$ cat config.mk
export PLATFORM = sky130hd
export DESIGN_NAME = gasp_move_unit
export DESIGN_NICKNAME = d
export VERILOG_FILES = /design/src/hw/rtl/gasp_pkg.sv /design/src/hw/rtl/gasp_move_unit.sv
export SDC_FILE = /design/constraint.sdc
export NUM_CORES = 1
export LEC_CHECK = 0
export BUFFER_PORTS_ARGS = -buffer_cell sky130_fd_sc_hd__buf_2
export CAP_MARGIN = 0
export CELL_PAD_IN_SITES_DETAIL_PLACEMENT = 1
export CELL_PAD_IN_SITES_GLOBAL_PLACEMENT = 1
export CORE_MARGIN = 2
export CORE_UTILIZATION = 44
export DETAILED_ROUTE_END_ITERATION = 7
export PLACE_DENSITY = 0.93
export REMOVE_ABC_BUFFERS = 1
export SLEW_MARGIN = 25
export SYNTH_ARGS = -nofsm -noshare
export SYNTH_HDL_FRONTEND = slang
export SYNTH_SLANG_ARGS = --single-unit
export TNS_END_PERCENT = 50
$ cat constraint.sdc
create_clock -name vclk -period 7.87
set_input_delay 0.3935 -clock vclk [all_inputs]
set_output_delay 0.3935 -clock vclk [all_outputs]
set_load 0.005 [all_outputs]
$ cat src/hw/rtl/gasp_pkg.sv
// Shared constants, types and helper functions of the grid path search block.
`timescale 1ns / 1ps
`default_nettype none
package gasp_pkg;

    localparam int MAX_SIDE = 64;
    localparam int SIDE_W   = $clog2(MAX_SIDE);
    localparam int DIM_W    = SIDE_W + 1;
    localparam int CELL_W   = 2 * SIDE_W;
    localparam int NCELLS   = MAX_SIDE * MAX_SIDE;
    localparam int COST_W   = 14;
    localparam int ORDER_W  = CELL_W;
    localparam int H_W      = 8;
    localparam int LEN_W    = 12;
    localparam int CFG_A_W  = 3;
    localparam int CFG_D_W  = 7;

    localparam logic [COST_W-1:0] COST_INF = '1;

    typedef enum logic [1:0] {
        CMD_LOAD   = 2'd0,
        CMD_SEARCH = 2'd1,
        CMD_READ   = 2'd2,
        CMD_NONE   = 2'd3
    } cmd_t;

    localparam logic [CFG_A_W-1:0] CFG_ROWS      = 3'd0;
    localparam logic [CFG_A_W-1:0] CFG_COLS      = 3'd1;
    localparam logic [CFG_A_W-1:0] CFG_START_ROW = 3'd2;
    localparam logic [CFG_A_W-1:0] CFG_START_COL = 3'd3;
    localparam logic [CFG_A_W-1:0] CFG_GOAL_ROW  = 3'd4;
    localparam logic [CFG_A_W-1:0] CFG_GOAL_COL  = 3'd5;
    localparam logic [CFG_A_W-1:0] CFG_HMODE     = 3'd6;

    typedef enum logic [3:0] {
        S_INIT,
        S_IDLE,
        S_CLR,
        S_SEED,
        S_SCAN,
        S_PICK,
        S_NB,
        S_NB_CHK,
        S_WALK,
        S_WALK_D,
        S_RD1,
        S_RD2,
        S_EMIT
    } state_t;

    typedef struct packed {
        logic                is_open;
        logic                is_closed;
        logic [COST_W-1:0]   cost;
        logic [COST_W-1:0]   total;
        logic [ORDER_W-1:0]  order;
        logic [2:0]          dir;
    } node_t;

    localparam node_t NODE_INIT = '{is_open: 1'b0, is_closed: 1'b0, cost: COST_INF,
                                    total: COST_INF, order: '0, dir: '0};

    typedef struct packed {
        logic               inb;
        logic [SIDE_W-1:0]  row;
        logic [SIDE_W-1:0]  col;
        logic [H_W-1:0]     h;
        logic [1:0]         step;
    } move_t;

    typedef struct packed {
        logic               kind;
        logic               found;
        logic [LEN_W-1:0]   len;
        logic               step_valid;
        logic [2:0]         dir;
        logic [COST_W-1:0]  g;
        logic [H_W-1:0]     h;
        logic [COST_W-1:0]  f;
        logic               last;
    } result_t;

    function automatic logic [SIDE_W-1:0] abs_diff(input logic [SIDE_W-1:0] a,
                                                   input logic [SIDE_W-1:0] b);
        return (a > b) ? (a - b) : (b - a);
    endfunction

    function automatic logic [H_W-1:0] heur2(input logic [SIDE_W-1:0] r,
                                             input logic [SIDE_W-1:0] c,
                                             input logic [SIDE_W-1:0] gr,
                                             input logic [SIDE_W-1:0] gc,
                                             input logic mode);
        logic [SIDE_W:0] dr;
        logic [SIDE_W:0] dc;
        logic [SIDE_W:0] d;
        dr = {1'b0, abs_diff(r, gr)};
        dc = {1'b0, abs_diff(c, gc)};
        d  = mode ? (dr + dc) : ((dr > dc) ? dr : dc);
        return H_W'({d, 1'b0});
    endfunction

    function automatic logic signed [1:0] move_dr(input logic [2:0] d);
        logic signed [1:0] v;
        unique case (d)
            3'd0, 3'd4, 3'd5: v = -2'sd1;
            3'd1, 3'd6, 3'd7: v = 2'sd1;
            default:          v = 2'sd0;
        endcase
        return v;
    endfunction

    function automatic logic signed [1:0] move_dc(input logic [2:0] d);
        logic signed [1:0] v;
        unique case (d)
            3'd2, 3'd4, 3'd6: v = -2'sd1;
            3'd3, 3'd5, 3'd7: v = 2'sd1;
            default:          v = 2'sd0;
        endcase
        return v;
    endfunction

    function automatic logic [2:0] opp_dir(input logic [2:0] d);
        return d[2] ? (d ^ 3'd3) : (d ^ 3'd1);
    endfunction

endpackage
`default_nettype wire

$ cat src/hw/rtl/gasp_move_unit.sv
// Shared move unit: neighbor cell, bounds check, heuristic and step cost.
`timescale 1ns / 1ps
`default_nettype none
module gasp_move_unit (
    input  logic [gasp_pkg::SIDE_W-1:0] pos_row,
    input  logic [gasp_pkg::SIDE_W-1:0] pos_col,
    input  logic [2:0]                  dir,
    input  logic [gasp_pkg::DIM_W-1:0]  rows,
    input  logic [gasp_pkg::DIM_W-1:0]  cols,
    input  logic [gasp_pkg::SIDE_W-1:0] goal_row,
    input  logic [gasp_pkg::SIDE_W-1:0] goal_col,
    input  logic                        hmode,
    output gasp_pkg::move_t             mv
);
    import gasp_pkg::*;

    logic signed [SIDE_W+1:0] nr;
    logic signed [SIDE_W+1:0] nc;

    assign nr = $signed({2'b00, pos_row}) + (SIDE_W+2)'(move_dr(dir));
    assign nc = $signed({2'b00, pos_col}) + (SIDE_W+2)'(move_dc(dir));

    always_comb
    begin
        mv.row  = nr[SIDE_W-1:0];
        mv.col  = nc[SIDE_W-1:0];
        mv.inb  = !nr[SIDE_W+1] && !nc[SIDE_W+1] &&
                  (nr[SIDE_W:0] < rows) && (nc[SIDE_W:0] < cols);
        mv.h    = heur2(nr[SIDE_W-1:0], nc[SIDE_W-1:0], goal_row, goal_col, hmode);
        mv.step = dir[2] ? 2'd3 : 2'd2;
    end

endmodule
`default_nettype wire

==> results.py, run 1 <==
metrics = {
    "run_status": {
        "status": "completed",
    },
    "floorplanning": {
        "io_pins": 65,
        "core_area_mm2": 0.00541,
        "fp-row-count": 27,
        "die_x_um": 78.3,
        "die_height_um": 78.3,
        "initial_core_util_pct": 44.9,
        "dieArea_mm2": 0.00612,
    },
    "sta": {
        "worst_pin_slew_ns": 0.863,
        "finalSetupViolCount": 0,
        "hold_violations": 0,
        "rsz0062_at_grt": "no",
        "relSlewSlack_pct": 42.5,
        "timing.final.crit_period_ns": 6.70,
        "fin_tns_setup_ns": 0,
        "slew_violations": 0,
        "post-route-period-util_pct": 85.1,
        "max_freq_mhz": 149,
    },
    "routing": {
        "routed_via_density": 5.52,
        "routedWlPerCell_um": 15.5,
        "drc_errors": 0,
        "vias": 2422,
        "drt_iter0_drc": 53,
        "drt_wl_total_mm": 6.79,
        "ant_nets": 0,
        "detail_route.first_pass.iterations": 4,
    },
    "job": {
        "maxCapViolations": 0,
    },
    "power": {
        "power_frac_comb_pct": 100.0,
        "swShare_pct": 57.9,
        "p_int_uw": 325,
        "p_seq_share_pct": 0,
        "ir_drop_mv": 0.174,
        "p_leak_nw": 1.55,
        "clkPwrFrac_pct": 0,
        "power.density_mw_per_mm2": 279,
        "p_sw_uw": 447,
    },
    "global_route": {
        "grt_max_degree": 13,
        "antenna_found_initial": 0,
        "grt-ovfl-total": 0,
        "grt_pass1_wl_mm": 10.9,
        "grt_usage_pct": 21.1,
        "grt_pass1_vias": 2520,
    },
    "placement": {
        "placedCellCount": 439,
        "place_hpwl_mm": 6.13,
        "dpl_cell_area_mm2": 0.00277,
        "port_buffers": 63,
        "routabilityCongestion": 0.858,
    },
    "cells_and_area": {
        "areaGrowthSynthToFinish_pct": 14.0,
        "final_cell_count_no_fill": 439,
        "seqCellArea_um2": 0,
        "drive_above_1_share_pct": 22.1,
        "diodes": 0,
        "final_area_mm2": 0.00277,
        "final.fill_count": 743,
        "clock_buffers": 0,
        "fin_nets": 473,
        "design.seq.count": 0,
    },
    "critical_path": {
        "path_class": "in2out",
        "arrival_ns": 6.30,
        "worstSetupEndpointType": "output port",
        "required_ns": 7.48,
        "cp-start-kind": "input pin",
        "worstPathMaxFanout": 9,
    },
    "yosys": {
        "synth_area_mm2": 0.00243,
        "synth_area_leader_cell": "ha_1",
        "synthCells": 312,
        "synth.most_common_cell": "inv_1",
        "synth_area_leaders": "ha_1 29%, inv_1 8.8%, a21oi_1 6.2%",
        "synth_top_area_share_pct": 28.9,
        "yosys-top-cells-count": "57 x inv_1, 56 x ha_1, 30 x a21oi_1",
        "syn_area_per_cell_um2": 7.78,
        "ys_seq_area_share_pct": 0,
        "ys_types": 55,
        "ys_warn_count": 0,
    },
    "clocking": {
        "post-cts-setup-buffers": 0,
        "ctsResizeCount": 0,
        "postCtsHoldBufs": 0,
    },
    "min_path": {
        "hp-class": "in2out",
    },
}
==> final timing paths <==
check	start	endpoint	slack, ns	cells after the start
min	dir[2]	mv[0]	0.99	2
max	dir[2]	mv[5]	1.17	24
==> power by group through the flow <==
stage / Sequential (mW) / Clock, mW / Combinational (mW)
after floorplan: 0 / 0 / 0.546
after global placement: 0 / 0 / 0.725
after detailed placement: 0 / 0 / 0.764
after CTS: 0 / 0 / 0.768
after global routing: 0 / 0 / 0.846
final: 0 / 0 / 0.772
==> stage by stage <==
step	util (%)	total power [mW]	hold WS, ns	setup WS (ns)
2_1_floorplan	-	0.546	0.787	2.48
3_3_place_gp	51.2	0.725	0.981	1.52
3_5_place_dp	51.2	0.764	0.990	1.18
4_1_cts	51.2	0.768	0.991	1.18
5_1_grt	51.2	0.846	1.01	0.710
6_report	51.2	0.772	0.990	1.17
==> placed cells by master, fill, tap and decap left out, types with 2 or more instances in the layout <==
| cell type | Yosys | layout |
|---|---|---|
| a211o_1 | 2 | 2 |
| a211oi_1 | 5 | 5 |
| a21boi_0 | 5 | 5 |
| a21o_1 | 8 | 8 |
| a21oi_1 | 30 | 30 |
| a21oi_2 | 3 | 3 |
| a221oi_1 | 5 | 5 |
| and2_1 | 3 | 3 |
| and3_1 | 2 | 2 |
| buf_2 | 1 | 63 |
| conb_1 | 2 | 2 |
| fa_1 | 6 | 6 |
| ha_1 | 56 | 56 |
| inv_1 | 57 | 57 |
| mux2i_1 | 8 | 8 |
| nand2_1 | 16 | 16 |
| nand2_2 | 2 | 2 |
| nand2b_1 | 3 | 3 |
| nand3_1 | 4 | 4 |
| nand3b_1 | 6 | 6 |
| nor2_1 | 8 | 8 |
| nor3_1 | 7 | 7 |
| o21ai_0 | 10 | 10 |
| o21bai_1 | 5 | 5 |
| o32ai_1 | 2 | 2 |
| or2_2 | 2 | 2 |
| xnor2_1 | 12 | 12 |
| xor2_1 | 11 | 11 |
==> critical path, cell delays in order <==
cell	delay (ns)
buf_2	0.10
inv_1	0.05
a21oi_1	0.69
ha_1	0.37
a21o_1	0.17
a21oi_1	0.25
o21bai_1	0.10
a21oi_1	0.25
xor2_1	0.33
ha_1	0.36
a21oi_2	0.29
nand3_1	0.20
nand2_2	0.19
mux2i_1	0.23
xor2_1	0.41
ha_1	0.21
nor3b_1	0.23
a21oi_1	0.11
o21ai_0	0.60
nor2_1	0.13
a21boi_0	0.15
o21ai_0	0.21
o211ai_1	0.13
buf_2	0.15
==> kinds of logic (layout without fill, tap and decap cells) <==
kind of cell | Yosys count | count (layout) | share of synthesized area (%)
XOR/XNOR | 24 | 24 | 8.97
AND/OR/NAND/NOR | 62 | 62 | 14.8
other | 2 | 2 | 0.310
AO/OA/AOI/OAI | 88 | 88 | 26.4
buffers and inverters | 65 | 120 | 11.5
multiplexers | 9 | 9 | 4.23
adder cells (fa/ha/maj) | 62 | 62 | 33.8
==> layer usage <==
metal	vias up	global-route usage (%)	wire length, um
li1	1191	-	-
met3	6	0.345	220
met2	57	43.0	3630
met5	-	0	0
met4	0	2.63	58
met1	1168	25.0	2880
==> layout make-up <==
| class | count | area (um2) | area share [%] |
|---|---|---|---|
| inverters | 57 | 214 | 7.73 |
| well taps | 72 | 90.1 | 3.26 |
| multi-input cells | 247 | 2150 | 77.6 |
| repair buffers | 63 | 315 | 11.4 |
Power figures use the tool's default switching activity.
==> run 2: changes to the inputs <==
--- a/config.mk
+++ b/config.mk
@@ -8,10 +8,8 @@
 export BUFFER_PORTS_ARGS = -buffer_cell sky130_fd_sc_hd__buf_2
 export CAP_MARGIN = 0
-export CELL_PAD_IN_SITES_DETAIL_PLACEMENT = 1
-export CELL_PAD_IN_SITES_GLOBAL_PLACEMENT = 1
 export CORE_MARGIN = 2
-export CORE_UTILIZATION = 44
+export CORE_UTILIZATION = 60
 export DETAILED_ROUTE_END_ITERATION = 7
-export PLACE_DENSITY = 0.93
+export PLACE_DENSITY = 0.91
 export REMOVE_ABC_BUFFERS = 1
 export SLEW_MARGIN = 25
==> constraint.sdc (replaced) <==
create_clock -name vclk -period 7.87
set_input_delay 0.3935 -clock vclk [all_inputs]
set_output_delay 0.3935 -clock vclk [all_outputs]
set_load 0.02 [all_outputs]
==> run 2 against run 1 <==
  * Sequential share of layout area unchanged
  * Cell area decreased by 0.99%
  * Critical path type unchanged
  * Combinational power increased by 5.3%
  * Core utilization increased by 18 points
  * Fmax increased by 2.0%
==> results.py, run 2 (synthesis results as in run 1) <==
metrics = {
    "clocking": {
        "post-cts-setup-buffers": 0,
        "postCtsHoldBufs": 0,
        "ctsResizeCount": 0,
    },
    "power": {
        "clkPwrFrac_pct": 0,
        "swShare_pct": 60.1,
        "p_sw_uw": 488,
        "p_int_uw": 324,
        "power_frac_comb_pct": 100.0,
        "p_leak_nw": 1.55,
        "p_seq_share_pct": 0,
        "ir_drop_mv": 0.139,
        "power.density_mw_per_mm2": 297,
    },
    "floorplanning": {
        "io_pins": 65,
        "dieArea_mm2": 0.00457,
        "die_x_um": 67.6,
        "fp-row-count": 23,
        "initial_core_util_pct": 61.5,
        "die_height_um": 67.6,
        "core_area_mm2": 0.00394,
    },
    "sta": {
        "fin_tns_setup_ns": 0,
        "relSlewSlack_pct": 44.4,
        "finalSetupViolCount": 0,
        "finalWorstSetupSlack_ns": 1.30,
        "hold_ws_ns": 1.03,
        "max_freq_mhz": 152,
        "worst_pin_slew_ns": 0.834,
        "rsz0062_at_grt": "no",
        "hold_violations": 0,
        "timing.final.crit_period_ns": 6.57,
        "post-route-period-util_pct": 83.4,
        "slew_violations": 0,
    },
    "cells_and_area": {
        "fin_nets": 473,
        "design.seq.count": 0,
        "final.fill_count": 326,
        "clock_buffers": 0,
        "drive_above_1_share_pct": 22.1,
        "final_cell_count_no_fill": 417,
        "final_common_cell": "buf_2",
        "seqCellArea_um2": 0,
        "final_cell_mix": "63 x buf_2, 57 x inv_1, 56 x ha_1",
        "final_util_pct": 69.5,
        "multiInputGateArea_mm2": 0.00215,
        "areaGrowthSynthToFinish_pct": 12.9,
        "diodes": 0,
    },
    "routing": {
        "routed_via_density": 5.59,
        "drc_errors": 0,
        "routedWlPerCell_um": 12.7,
        "vias": 2333,
        "ant_nets": 0,
        "detail_route.first_pass.iterations": 4,
        "drt_iter0_drc": 79,
        "drt_wl_total_mm": 5.28,
    },
    "critical_path": {
        "cp_num_cells": 22,
        "required_ns": 7.48,
        "startpoint": "dir[2]",
        "worstSetupEndpointType": "output port",
        "slowest_stage": "a21oi_1",
        "critPathTopFamily": "compound AO/OA/AOI/OAI gates",
        "path_class": "in2out",
        "cp.buffers_inverters": 3,
        "cp-start-kind": "input pin",
        "crit_chain": "buf_2, inv_1, a21oi_1, ha_1, a21o_1, a21oi_1, o21bai_1, a21oi_1, xor2_1, ha_1, a21oi_2, a21boi_0, a2111oi_2, xnor2_1, ha_1, nor3b_1, a21oi_1, o21ai_0, a2111oi_1, a41o_1, a211o_1, buf_2",
        "cpPeakStageDelay_ns": 0.67,
        "arrival_ns": 6.17,
        "worstPathMaxFanout": 9,
        "endpoint": "mv[7]",
        "crit_top_cell": "a21oi_1",
    },
    "placement": {
        "post-place-ws_ns": 1.47,
        "placedCellCount": 417,
        "port_buffers": 63,
        "routabilityCongestion": 0.982,
        "place_hpwl_mm": 4.69,
    },
    "global_route": {
        "grt-ovfl-total": 0,
        "grt_pass1_wl_mm": 8.32,
        "grt_max_degree": 13,
        "grt_pass1_vias": 2115,
        "grt_usage_pct": 22.6,
        "antenna_found_initial": 0,
    },
    "job": {
        "maxCapViolations": 0,
    },
    "min_path": {
        "hp-class": "in2out",
        "min_path_cells": 2,
    },
    "run_status": {
        "status": "completed",
    },
}
run 2: cell counts in the layout (fill, tap and decap cells not counted):
Identical to the previous run, type by type.
run 2: per-layer routing:
layer / GRT usage (%) / wire, um
met1: 27.2 / 2350
met2: 43.9 / 2670
met3: 1.17 / 202
met4: 3.57 / 56
met5: 0 / 0
run 2: cell type report:
| class | instances | share of cell area, % |
|---|---|---|
| tap | 50 | 2.28 |
| multi-input combinational | 247 | 78.4 |
| inverter | 57 | 7.81 |
| timing repair buffer | 63 | 11.5 |
run 2: worst min path at each step:
stage | startpoint | to | slack, ns
after floorplan | dir[2] | mv[0] | 0.79
after global placement | dir[2] | mv[0] | 1.03
after detailed placement | dir[2] | mv[0] | 1.03
after CTS | dir[2] | mv[0] | 1.03
after global routing | dir[2] | mv[0] | 1.04
final | dir[2] | mv[0] | 1.03
run 2: stage by stage:
stage | cell area, um2 | power (mW)
2_1_floorplan | 2360 | 0.620
3_3_place_gp | 2740 | 0.777
3_5_place_dp | 2740 | 0.803
4_1_cts | 2740 | 0.807
5_1_grt | 2740 | 0.891
6_report | 2740 | 0.813
run 2: power groups by stage:
stage	combinational (mW)	clock (mW)	sequential, mW
floorplan	0.620	0	0
global placement	0.777	0	0
detailed placement	0.803	0	0
CTS	0.807	0	0
global route	0.891	0	0
finish	0.813	0	0
==> run 3: changes to the inputs <==
CORE_UTILIZATION = 57   (was 60)
PLACE_DENSITY = 0.88   (was 0.91)
clock period = 6.3 ns   (was 7.87 ns; I/O delays follow)
==> run 3 against run 2 <==
  * Sequential cell count unchanged
  * Largest cell class unchanged
  * Global-route usage increased by 0.92 points
  * Wire length increased by 7.0%
  * Die area increased by 4.9%
  * Worst setup slack got worse by 0.84 ns
  * Total power increased by 29%
  * Critical path type unchanged
  * Clock-buffer cell count unchanged
  * First-iteration DRC count increased by 39%
  * Largest power group unchanged
  * Cell area increased by 1.1%
==> results.py, run 3 (synthesis results as in run 1) <==
metrics = {
    "run_status": {
        "status": "completed",
    },
    "routing": {
        "drt_iter0_drc": 110,
        "drc_errors": 0,
        "drt_wl_total_mm": 5.65,
        "ant_nets": 0,
        "detail_route.first_pass.iterations": 4,
        "routed_via_density": 5.54,
        "vias": 2334,
        "routedWlPerCell_um": 13.4,
    },
    "floorplanning": {
        "io_pins": 65,
        "die_height_um": 69.2,
        "die_x_um": 69.2,
        "dieArea_mm2": 0.00479,
        "initial_core_util_pct": 59.8,
        "fp-row-count": 23,
        "core_area_mm2": 0.00406,
    },
    "power": {
        "p_total_mw": 1.05,
        "p_leak_nw": 1.57,
        "ir_drop_mv": 0.243,
        "power.density_mw_per_mm2": 380,
    },
    "cells_and_area": {
        "clock_buffers": 0,
        "final_common_cell": "buf_2",
        "areaGrowthSynthToFinish_pct": 14.1,
        "drive_above_1_share_pct": 22.9,
        "final.fill_count": 351,
        "seqCellArea_um2": 0,
        "diodes": 0,
        "final_cell_mix": "63 x buf_2, 57 x inv_1, 56 x ha_1",
        "final_cell_count_no_fill": 421,
        "fin_nets": 477,
        "design.seq.count": 0,
    },
    "global_route": {
        "antenna_found_initial": 0,
        "grt-ovfl-total": 0,
        "grt_pass1_vias": 2310,
        "grt_usage_pct": 23.5,
        "grt_max_degree": 13,
        "met2_usage_pct": 43.3,
        "globalRoute.busiestLayer": "met2",
        "grt_use_met3_pct": 1.60,
        "use_met1_pct": 30.9,
        "grt_pass1_wl_mm": 9.85,
    },
    "min_path": {
        "worstHoldStart": "dir[2]",
        "worst_hold_path.endpoint": "mv[0]",
        "min_path_cells": 2,
        "hp-class": "in2out",
    },
    "critical_path": {
        "path_class": "in2out",
        "cp-start-kind": "input pin",
        "worstPathMaxFanout": 11,
        "required_ns": 5.98,
        "crit_top_cell": "ha_1",
        "critPathTopFamily": "simple AND/OR/NAND/NOR gates",
        "cpPeakStageDelay_ns": 0.40,
        "slowest_stage": "ha_1",
        "arrival_ns": 5.52,
        "cp.buffers_inverters": 4,
        "worstSetupEndpointType": "output port",
    },
    "sta": {
        "fin_tns_setup_ns": 0,
        "slew_violations": 0,
        "timing.final.crit_period_ns": 5.83,
        "rsz0062_at_grt": "no",
        "max_freq_mhz": 171,
        "finalWorstSetupSlack_ns": 0.468,
        "hold_violations": 0,
        "finalSetupViolCount": 0,
        "post-route-period-util_pct": 92.6,
    },
    "clocking": {
        "ctsResizeCount": 0,
        "postCtsHoldBufs": 0,
        "post-cts-setup-buffers": 0,
    },
    "job": {
        "maxCapViolations": 0,
    },
    "placement": {
        "place_hpwl_mm": 5.03,
        "port_buffers": 63,
        "placedCellCount": 421,
        "post-place-ws_ns": 0.524,
        "routabilityCongestion": 0.988,
    },
}
-- run 3: metal layers --
metal / vias up / routed length (um)
li1: 1198 / -
met1: 1064 / 2600
met2: 66 / 2760
met3: 6 / 236
met4: 0 / 55
met5: - / 0
-- run 3: per-stage QoR --
stage          hold slack, ns  cell area [um2]  util, %
2_1_floorplan           0.630             2360        -
3_3_place_gp            0.874             2770     68.2
3_5_place_dp            0.878             2770     68.2
4_1_cts                 0.880             2770     68.2
5_1_grt                 0.885             2770     68.2
6_report                0.878             2770     68.2
-- run 3: final cells by class --
class                      count  area, um2  area share [%]
inverter                      57        214            7.73
multi-input combinational    247       2150            77.5
tap                           50       62.6            2.26
timing repair buffer          67        345            12.5
-- run 3: worst max-delay path by stage --
stage / endpoint / startpoint / slack, ns / cells after the start
2_1_floorplan: mv[4] / dir[2] / 0.56 / 21
3_3_place_gp: mv[3] / dir[1] / 0.65 / 25
3_5_place_dp: mv[3] / dir[1] / 0.52 / 25
4_1_cts: mv[3] / dir[1] / 0.50 / 25
5_1_grt: mv[3] / dir[1] / 0.07 / 25
6_report: mv[3] / dir[1] / 0.47 / 25
-- run 3: power breakdown --
group / switching, mW / internal (mW)
Sequential: 0 / 0
Clock: 0 / 0
Combinational: 0.617 / 0.435
Total: 0.617 / 0.435
